--- src/hw/rtl/cic_pkg.sv ---
// Types and constants for the cascaded interrupt controller pair.
// Depends on nothing; imported by cascaded_interrupt_controller.
package cic_pkg;

   localparam int NUM_CHIPS  = 2;
   localparam int NUM_LEVELS = 8;

   typedef enum logic [1:0] {
      OP_READ   = 2'd0,
      OP_WRITE  = 2'd1,
      OP_SAMPLE = 2'd2,
      OP_ACK    = 2'd3
   } op_type;

   typedef enum logic [1:0] {
      PHASE_OPER = 2'd0,
      PHASE_ICW2 = 2'd1,
      PHASE_ICW3 = 2'd2,
      PHASE_ICW4 = 2'd3
   } phase_type;

   localparam logic       PORT_CMD       = 1'b0;
   localparam logic       CHIP_MASTER    = 1'b0;
   localparam logic       CHIP_SLAVE     = 1'b1;
   localparam logic [2:0] CASCADE_LEVEL  = 3'd2;
   localparam logic [2:0] SPURIOUS_LEVEL = 3'd7;
   localparam logic [2:0] OCW2_NS_EOI    = 3'b001;
   localparam int         ICW1_BIT       = 4;
   localparam int         OCW3_BIT       = 3;
   localparam int         OCW3_RR_BIT    = 1;
   localparam int         OCW3_RIS_BIT   = 0;
   localparam logic [7:0] CASCADE_MASK   = 8'h04;
   localparam logic [7:0] MASTER_LINES   = 8'hfb;

   typedef struct packed {
      logic [7:0] request;
      logic [7:0] in_service;
      logic [7:0] mask;
      logic [4:0] vector_base;
      phase_type  phase;
      logic       icw4_expected;
      logic       single_mode;
      logic       read_isr_sel;
      logic [7:0] prev_lines;
   } chip_state_type;

   typedef struct packed {
      logic       found;
      logic [2:0] num;
   } level_type;

endpackage

--- src/hw/rtl/cascaded_interrupt_controller.sv ---
// Master and slave interrupt controllers, slave cascaded on master input 2.
// A request beat is held in the request register; its result beat is presented
// from the result register. Throughput: one beat per cycle unless rsp_stall holds
// a result; each beat is decoded and applied to the chip state between the two registers.
// Reset (synchronous) clears both chips to operating phase with all registers
// at zero and empties the request and result registers.
module cascaded_interrupt_controller
   import cic_pkg::*;
(
   input  logic        clock,
   input  logic        reset,
   input  logic        req_valid,
   output logic        req_stall,
   input  logic [1:0]  req_op,
   input  logic        req_chip_sel,
   input  logic        req_port,
   input  logic [7:0]  req_write_data,
   input  logic [15:0] req_irq_lines,
   output logic        rsp_valid,
   input  logic        rsp_stall,
   output logic [7:0]  rsp_read_data,
   output logic        rsp_int_pending,
   output logic [7:0]  rsp_vector,
   output logic        rsp_vector_valid,
   output logic        rsp_spurious
);

   // Request register
   logic        in_valid_ff;
   op_type      op_ff;
   logic        chip_sel_ff;
   logic        port_ff;
   logic [7:0]  data_ff;
   logic [15:0] lines_ff;

   // Chip state
   chip_state_type chip_ff [NUM_CHIPS];
   chip_state_type chip_in [NUM_CHIPS];

   // Result register
   logic       out_valid_ff;
   logic [7:0] read_data_ff, read_data_in;
   logic       pending_ff, pending_in;
   logic [7:0] vector_ff, vector_in;
   logic       vector_valid_ff, vector_valid_in;
   logic       spurious_ff, spurious_in;

   logic item_go;
   logic req_take;

   // Highest priority eligible level; an in-service level blocks itself and below.
   function automatic level_type best_level(input chip_state_type s);
      level_type  r;
      logic       done;
      logic [7:0] req;
      r    = '0;
      done = 1'b0;
      req  = s.request & ~s.mask;
      for (int n = 0; n < NUM_LEVELS; n++) begin
         if (!done) begin
            if (s.in_service[n]) begin
               done = 1'b1;
            end else if (req[n]) begin
               done    = 1'b1;
               r.found = 1'b1;
               r.num   = 3'(n);
            end
         end
      end
      return r;
   endfunction

   function automatic chip_state_type grant(input chip_state_type s, input logic [2:0] n);
      chip_state_type r;
      r            = s;
      r.request    = s.request & ~(8'b1 << n);
      r.in_service = s.in_service | (8'b1 << n);
      return r;
   endfunction

   function automatic chip_state_type write_port(input chip_state_type s, input logic port,
                                                 input logic [7:0] d);
      chip_state_type r;
      r = s;
      if (port == PORT_CMD) begin
         if (d[ICW1_BIT]) begin
            r.phase         = PHASE_ICW2;
            r.icw4_expected = d[0];
            r.single_mode   = d[1];
            r.request       = '0;
            r.in_service    = '0;
            r.mask          = '0;
            r.read_isr_sel  = 1'b0;
         end else if (d[OCW3_BIT]) begin
            if (d[OCW3_RR_BIT]) begin
               r.read_isr_sel = d[OCW3_RIS_BIT];
            end
         end else if (d[7:5] == OCW2_NS_EOI) begin
            // Clearing the lowest set bit drops the highest priority level.
            r.in_service = s.in_service & (s.in_service - 8'd1);
         end
      end else begin
         unique case (s.phase)
            PHASE_ICW2: begin
               r.vector_base = d[7:3];
               if (s.single_mode) begin
                  r.phase = s.icw4_expected ? PHASE_ICW4 : PHASE_OPER;
               end else begin
                  r.phase = PHASE_ICW3;
               end
            end
            PHASE_ICW3: r.phase = s.icw4_expected ? PHASE_ICW4 : PHASE_OPER;
            PHASE_ICW4: r.phase = PHASE_OPER;
            PHASE_OPER: r.mask  = d;
         endcase
      end
      return r;
   endfunction

   assign item_go   = in_valid_ff && (!out_valid_ff || !rsp_stall);
   assign req_stall = in_valid_ff && !item_go;
   assign req_take  = req_valid && !req_stall;

   // Next chip state
   always_comb begin
      level_type  m_lvl;
      level_type  s_lvl;
      level_type  s_out;
      logic [7:0] lo;
      logic [7:0] hi;
      chip_in[CHIP_MASTER] = chip_ff[CHIP_MASTER];
      chip_in[CHIP_SLAVE]  = chip_ff[CHIP_SLAVE];
      m_lvl = best_level(chip_ff[CHIP_MASTER]);
      s_lvl = best_level(chip_ff[CHIP_SLAVE]);
      lo    = lines_ff[7:0] & MASTER_LINES;
      hi    = lines_ff[15:8];
      if (item_go) begin
         unique case (op_ff)
            OP_READ: begin
            end
            OP_WRITE: begin
               chip_in[chip_sel_ff] = write_port(chip_ff[chip_sel_ff], port_ff, data_ff);
            end
            OP_SAMPLE: begin
               chip_in[CHIP_MASTER].request = chip_ff[CHIP_MASTER].request
                                            | (lo & ~chip_ff[CHIP_MASTER].prev_lines);
               chip_in[CHIP_MASTER].prev_lines = (chip_ff[CHIP_MASTER].prev_lines
                                                 & CASCADE_MASK) | lo;
               chip_in[CHIP_SLAVE].request = chip_ff[CHIP_SLAVE].request
                                           | (hi & ~chip_ff[CHIP_SLAVE].prev_lines);
               chip_in[CHIP_SLAVE].prev_lines = hi;
            end
            OP_ACK: begin
               if (m_lvl.found) begin
                  chip_in[CHIP_MASTER] = grant(chip_ff[CHIP_MASTER], m_lvl.num);
                  if (m_lvl.num == CASCADE_LEVEL && !chip_ff[CHIP_MASTER].single_mode
                      && s_lvl.found) begin
                     chip_in[CHIP_SLAVE] = grant(chip_ff[CHIP_SLAVE], s_lvl.num);
                  end
               end
            end
         endcase
      end
      // The slave output drives master input 2 through its own edge detector.
      s_out = best_level(chip_in[CHIP_SLAVE]);
      if (s_out.found) begin
         if (!chip_in[CHIP_MASTER].prev_lines[CASCADE_LEVEL]) begin
            chip_in[CHIP_MASTER].request[CASCADE_LEVEL] = 1'b1;
         end
         chip_in[CHIP_MASTER].prev_lines[CASCADE_LEVEL] = 1'b1;
      end else begin
         chip_in[CHIP_MASTER].prev_lines[CASCADE_LEVEL] = 1'b0;
      end
   end

   // Result fields
   always_comb begin
      level_type      m_lvl;
      level_type      s_lvl;
      level_type      m_out;
      chip_state_type sel;
      m_lvl           = best_level(chip_ff[CHIP_MASTER]);
      s_lvl           = best_level(chip_ff[CHIP_SLAVE]);
      m_out           = best_level(chip_in[CHIP_MASTER]);
      sel             = chip_ff[chip_sel_ff];
      read_data_in    = '0;
      vector_in       = '0;
      vector_valid_in = 1'b0;
      spurious_in     = 1'b0;
      pending_in      = m_out.found;
      unique case (op_ff)
         OP_READ: begin
            if (port_ff == PORT_CMD) begin
               read_data_in = sel.read_isr_sel ? sel.in_service : sel.request;
            end else begin
               read_data_in = sel.mask;
            end
         end
         OP_WRITE, OP_SAMPLE: begin
         end
         OP_ACK: begin
            vector_valid_in = 1'b1;
            if (!m_lvl.found) begin
               vector_in   = {chip_ff[CHIP_MASTER].vector_base, SPURIOUS_LEVEL};
               spurious_in = 1'b1;
            end else if (m_lvl.num == CASCADE_LEVEL && !chip_ff[CHIP_MASTER].single_mode) begin
               if (s_lvl.found) begin
                  vector_in = {chip_ff[CHIP_SLAVE].vector_base, s_lvl.num};
               end else begin
                  vector_in   = {chip_ff[CHIP_SLAVE].vector_base, SPURIOUS_LEVEL};
                  spurious_in = 1'b1;
               end
            end else begin
               vector_in = {chip_ff[CHIP_MASTER].vector_base, m_lvl.num};
            end
         end
      endcase
   end

   always_ff @(posedge clock) begin
      if (reset) begin
         in_valid_ff          <= 1'b0;
         out_valid_ff         <= 1'b0;
         chip_ff[CHIP_MASTER] <= '0;
         chip_ff[CHIP_SLAVE]  <= '0;
      end else begin
         if (req_take) begin
            in_valid_ff <= 1'b1;
         end else if (item_go) begin
            in_valid_ff <= 1'b0;
         end
         if (item_go) begin
            out_valid_ff <= 1'b1;
         end else if (!rsp_stall) begin
            out_valid_ff <= 1'b0;
         end
         chip_ff[CHIP_MASTER] <= chip_in[CHIP_MASTER];
         chip_ff[CHIP_SLAVE]  <= chip_in[CHIP_SLAVE];
      end
   end

   always_ff @(posedge clock) begin
      if (req_take) begin
         op_ff       <= op_type'(req_op);
         chip_sel_ff <= req_chip_sel;
         port_ff     <= req_port;
         data_ff     <= req_write_data;
         lines_ff    <= req_irq_lines;
      end
      if (item_go) begin
         read_data_ff    <= read_data_in;
         pending_ff      <= pending_in;
         vector_ff       <= vector_in;
         vector_valid_ff <= vector_valid_in;
         spurious_ff     <= spurious_in;
      end
   end

   assign rsp_valid        = out_valid_ff;
   assign rsp_read_data    = read_data_ff;
   assign rsp_int_pending  = pending_ff;
   assign rsp_vector       = vector_ff;
   assign rsp_vector_valid = vector_valid_ff;
   assign rsp_spurious     = spurious_ff;

endmodule
--- config.mk ---
export PLATFORM = sky130hd
export DESIGN_NAME = cascaded_interrupt_controller
export DESIGN_NICKNAME = d
export VERILOG_FILES = /design/src/hw/rtl/cic_pkg.sv /design/src/hw/rtl/cascaded_interrupt_controller.sv
export SDC_FILE = /design/constraint.sdc
export NUM_CORES = 1
export LEC_CHECK = 0
export BUFFER_PORTS_ARGS = -buffer_cell sky130_fd_sc_hd__buf_2
export CAP_MARGIN = 25
export CORE_MARGIN = 4
export CORE_UTILIZATION = 30
export CTS_CLUSTER_DIAMETER = 150
export DETAILED_ROUTE_END_ITERATION = 10
export GPL_TIMING_DRIVEN = 0
export SLEW_MARGIN = 20
export SYNTH_ARGS = -nofsm -noshare
export SYNTH_HDL_FRONTEND = slang
export SYNTH_SLANG_ARGS = --single-unit
--- constraint.sdc ---
create_clock -name clock -period 8.9 [get_ports clock]
set_input_delay 2.225 -clock clock [delete_from_list [all_inputs] [get_ports clock]]
set_output_delay 2.225 -clock clock [all_outputs]
set_load 0.005 [all_outputs]
==> flow_summary.ini <==
[finish]
multiInputGateArea_mm2 = 0.00445
diodes = 0
fin_cells = 1372
drive_gt1_frac = 0.126
regArea_mm2 = 0.00312
nets = 1062
syn_to_final_growth_pct = 15.9
n_fill_cell = 2771

[power]
p_seq_frac = 0.422
power_density_mw_per_mm2 = 174
p_sw_uw = 472
internal_power_mw = 1.11
clkPwrFrac = 0.423
max-vdd-ir-drop_mv = 0.127
swShare = 0.298
cellLeakagePower_nw = 3.22
combPwrFrac = 0.154

[timing]
max_freq_ghz = 0.174
slew_headroom = 0.438
drv_slew = 0
fin_crit_sh = 0.646
tns_ns = 0
skew_ns = 0.00871
hold_viol = 0
period_minus_slack_ns = 5.75
worst_slew_pin_slew_ns = 0.844
finalSetupViolCount = 0
grt_setup_unrepaired = no

[worst_setup_path]
critical_path_class = primary input to flip-flop
cp.arrival_ns = 5.97
required_ns = 9.12
endpoint_kind = flip-flop
reg2reg_slack_ns = 4.61
reg2reg_depth = 12
critPathMaxFanout = 28
cp-start-kind = primary input

[detailed_routing]
via_per_inst = 5.71
firstDrtPassIters = 6
drt_iter0_drc = 885
vias = 7833
ant_nets = 0
drt_wl_total_um = 30100
wl_per_cell_um = 22.0
drc = 0

[clocking]
htreeDepth = 4
clk_latency_ns = 0.43
post_cts_resized = 0
cts_setup_buffers = 0
postCtsHoldBufs = 0
numCtsBuffers = 17
clockBufferDepth = 2
numClockSinks = 133
cts_tree = yes
cts_root_buf = clkbuf_16
clk_pin_slew_ns = 0.06

[yosys]
syn-num-nets = 992
synth.distinct_cells = 73
synth_top_family_by_area = compound AO/OA/AOI/OAI gates
ys_seq_area_frac = 0.396
synth_flop_cell = dfxtp_1
synth_cells = 954
synthMuxAreaShare = 0.0706
synth_fa_ha_area_frac = 0.00952
synth-simple-area-share = 0.220
async_reset_ff_frac = 0
synth.cell_area_mm2 = 0.00789
synth_compound_area_frac = 0.264
synth_enable_flop_cells = 46
ys_warn_count = 0
avgSynthCellArea_um2 = 8.27
synth_xor_area_frac = 0
ys_seq_elements = 133

[run]
maxCapViolations = 0

[worst_hold_path]
worstHoldPathType = flip-flop to flip-flop
whs_path_depth = 2

[placed_design]
hpwl_um = 22900
io_buffers = 50
dp.cells = 1340
place_congestion = 0.978

[floorplan]
dieArea_mm2 = 0.0289
std_cell_rows = 59
die_h_um = 170
boundaryPins = 53
initial_core_util = 0.303
fp.dieW_um = 170
core_area_mm2 = 0.0260

[global_routing]
gr-total-overflow = 0
grtUsageTotal = 0.207
grt_max_degree = 29
antenna_found_initial = 1
grt_pass1_wl_um = 45400
first_global_vias = 7276

[outcome]
outcome = completed
flip-flops by register name, summed over array words and instances (netlist names), named ones only:
register and flops:
rsp_valid 1, port_ff 1, rsp_vector_valid 1, chip_ff 76
rsp_vector 8, rsp_spurious 1, op_ff 2, rsp_read_data 8
rsp_int_pending 1, data_ff 8, lines_ff 15, in_valid_ff 1
chip_sel_ff 1
cell type report:
| class | count | share of cell area |
|---|---|---|
| sequential | 133 | 0.342 |
| tap | 335 | 0.0459 |
| clock inverter | 10 | 0.00780 |
| timing repair buffer | 51 | 0.0296 |
| multi-input combinational | 738 | 0.487 |
| inverter | 22 | 0.00904 |
| clock buffer | 22 | 0.0530 |
| buffer | 61 | 0.0259 |
cell usage after synthesis, types with 3 or more instances:
cell type | count | share of area
nand2_1 | 85 | 0.040
edfxtp_1 | 46 | 0.18
mux2_2 | 21 | 0.030
o41ai_1 | 5 | 0.0056
a22oi_1 | 22 | 0.021
nand4_1 | 5 | 0.0040
or3_1 | 7 | 0.0056
o211ai_1 | 13 | 0.012
o21bai_1 | 4 | 0.0038
a31oi_1 | 10 | 0.0079
a32oi_1 | 7 | 0.0078
o31ai_1 | 6 | 0.0057
nand3_1 | 11 | 0.0070
or4_1 | 3 | 0.0029
mux2i_1 | 32 | 0.041
buf_2 | 6 | 0.0038
a41oi_1 | 4 | 0.0044
o21ai_0 | 55 | 0.035
a211o_1 | 3 | 0.0033
o22ai_1 | 10 | 0.0079
o2bb2ai_1 | 4 | 0.0044
a211oi_1 | 17 | 0.016
nor2b_1 | 48 | 0.038
nor2_1 | 142 | 0.068
and2_1 | 3 | 0.0024
nor4_1 | 11 | 0.0087
o21a_1 | 8 | 0.0076
nor3b_1 | 4 | 0.0038
ha_1 | 6 | 0.0095
buf_1 | 4 | 0.0019
nor3_1 | 14 | 0.0089
or2_2 | 5 | 0.0040
inv_1 | 20 | 0.0095
a2bb2oi_1 | 3 | 0.0033
nand4b_1 | 3 | 0.0033
o21ba_2 | 3 | 0.0038
nand2b_1 | 16 | 0.013
a21o_1 | 4 | 0.0038
dfxtp_1 | 87 | 0.22
clkbuf_1 | 51 | 0.024
a21oi_1 | 90 | 0.057
a21boi_0 | 9 | 0.0086
a22o_1 | 6 | 0.0067
kinds of logic (layout without fill, tap and decap cells):
kind of cell             Yosys count  in the layout
AND/OR/NAND/NOR                  365            365
AO/OA/AOI/OAI                    314            314
flip-flops                       133            133
buffers and inverters             83            166
multiplexers                      53             53
adder cells (fa/ha/maj)            6              6
layout by cell type (no fill, tap or decap), types with 4 or more instances in the layout:
cell and n:
a21oi_1 90, o22ai_1 10, inv_1 20, clkbuf_8 4
a41oi_1 4, o21bai_1 4, o211ai_1 13, o21ai_0 55
or2_2 5, a22o_1 6, a32oi_1 7, mux2i_1 32
buf_2 56, o31ai_1 6, clkbuf_16 17, a31oi_1 10
nor4_1 11, ha_1 6, o41ai_1 5, nand3_1 11
buf_1 4, or3_1 7, nor3b_1 4, nand4_1 5
nor2b_1 48, a22oi_1 22, clkbuf_1 52, nor2_1 141
a21o_1 4, nand2b_1 16, o2bb2ai_1 4, o21a_1 8
edfxtp_1 46, a211oi_1 17, nand2_1 85, mux2_2 21
dfxtp_1 87, a21boi_0 9, nor3_1 14
per-stage QoR:
stage	setup slack [ns]	total power [mW]	utilization	hold WS (ns)	cell area, µm²
final	3.15	1.59	0.352	0.484	9140
after global routing	3.08	1.63	0.352	0.528	9140
after floorplan	4.29	0.826	-	0.453	7890
after CTS	3.38	1.58	0.352	0.494	9140
after detailed placement	2.93	0.918	0.330	0.483	8580
after global placement	2.92	0.917	0.329	0.469	8560
worst max-delay path: stages:
cell	delay [ns]
buf_2	0.10
a21bo_1	0.29
inv_2	0.38
nand2b_1	0.17
clkbuf_1	0.52
nor2_1	0.29
o2bb2ai_1	0.19
a21boi_0	0.66
a21bo_2	0.26
o211ai_2	0.14
a21oi_2	0.32
o21ai_1	0.12
a31oi_1	0.28
worst paths after layout:
check                                     from               to
worst min register to register  chip_ff[0][10]   chip_ff[0][10]
worst min-delay path            chip_ff[0][10]   chip_ff[0][10]
worst max register to register       flip-flop  rsp_int_pending
worst max-delay path                 rsp_stall  rsp_int_pending
layer usage:
metal	share of wire	up-vias	track usage
li1	-	3650	-
met1	0.44	3678	0.282
met2	0.44	428	0.316
met3	0.087	75	0.0485
met4	0.038	2	0.0813
met5	0.00043	-	0
power groups by stage:
| stage | Sequential [mW] | Combinational (mW) | Clock [mW] |
|---|---|---|---|
| 2_1_floorplan | 0.675 | 0.151 | 0 |
| 3_3_place_gp | 0.682 | 0.235 | 0 |
| 3_5_place_dp | 0.682 | 0.236 | 0 |
| 4_1_cts | 0.669 | 0.237 | 0.676 |
| 5_1_grt | 0.671 | 0.262 | 0.702 |
| 6_report | 0.670 | 0.245 | 0.671 |
Note: power is estimated with default switching activity, not from simulation.
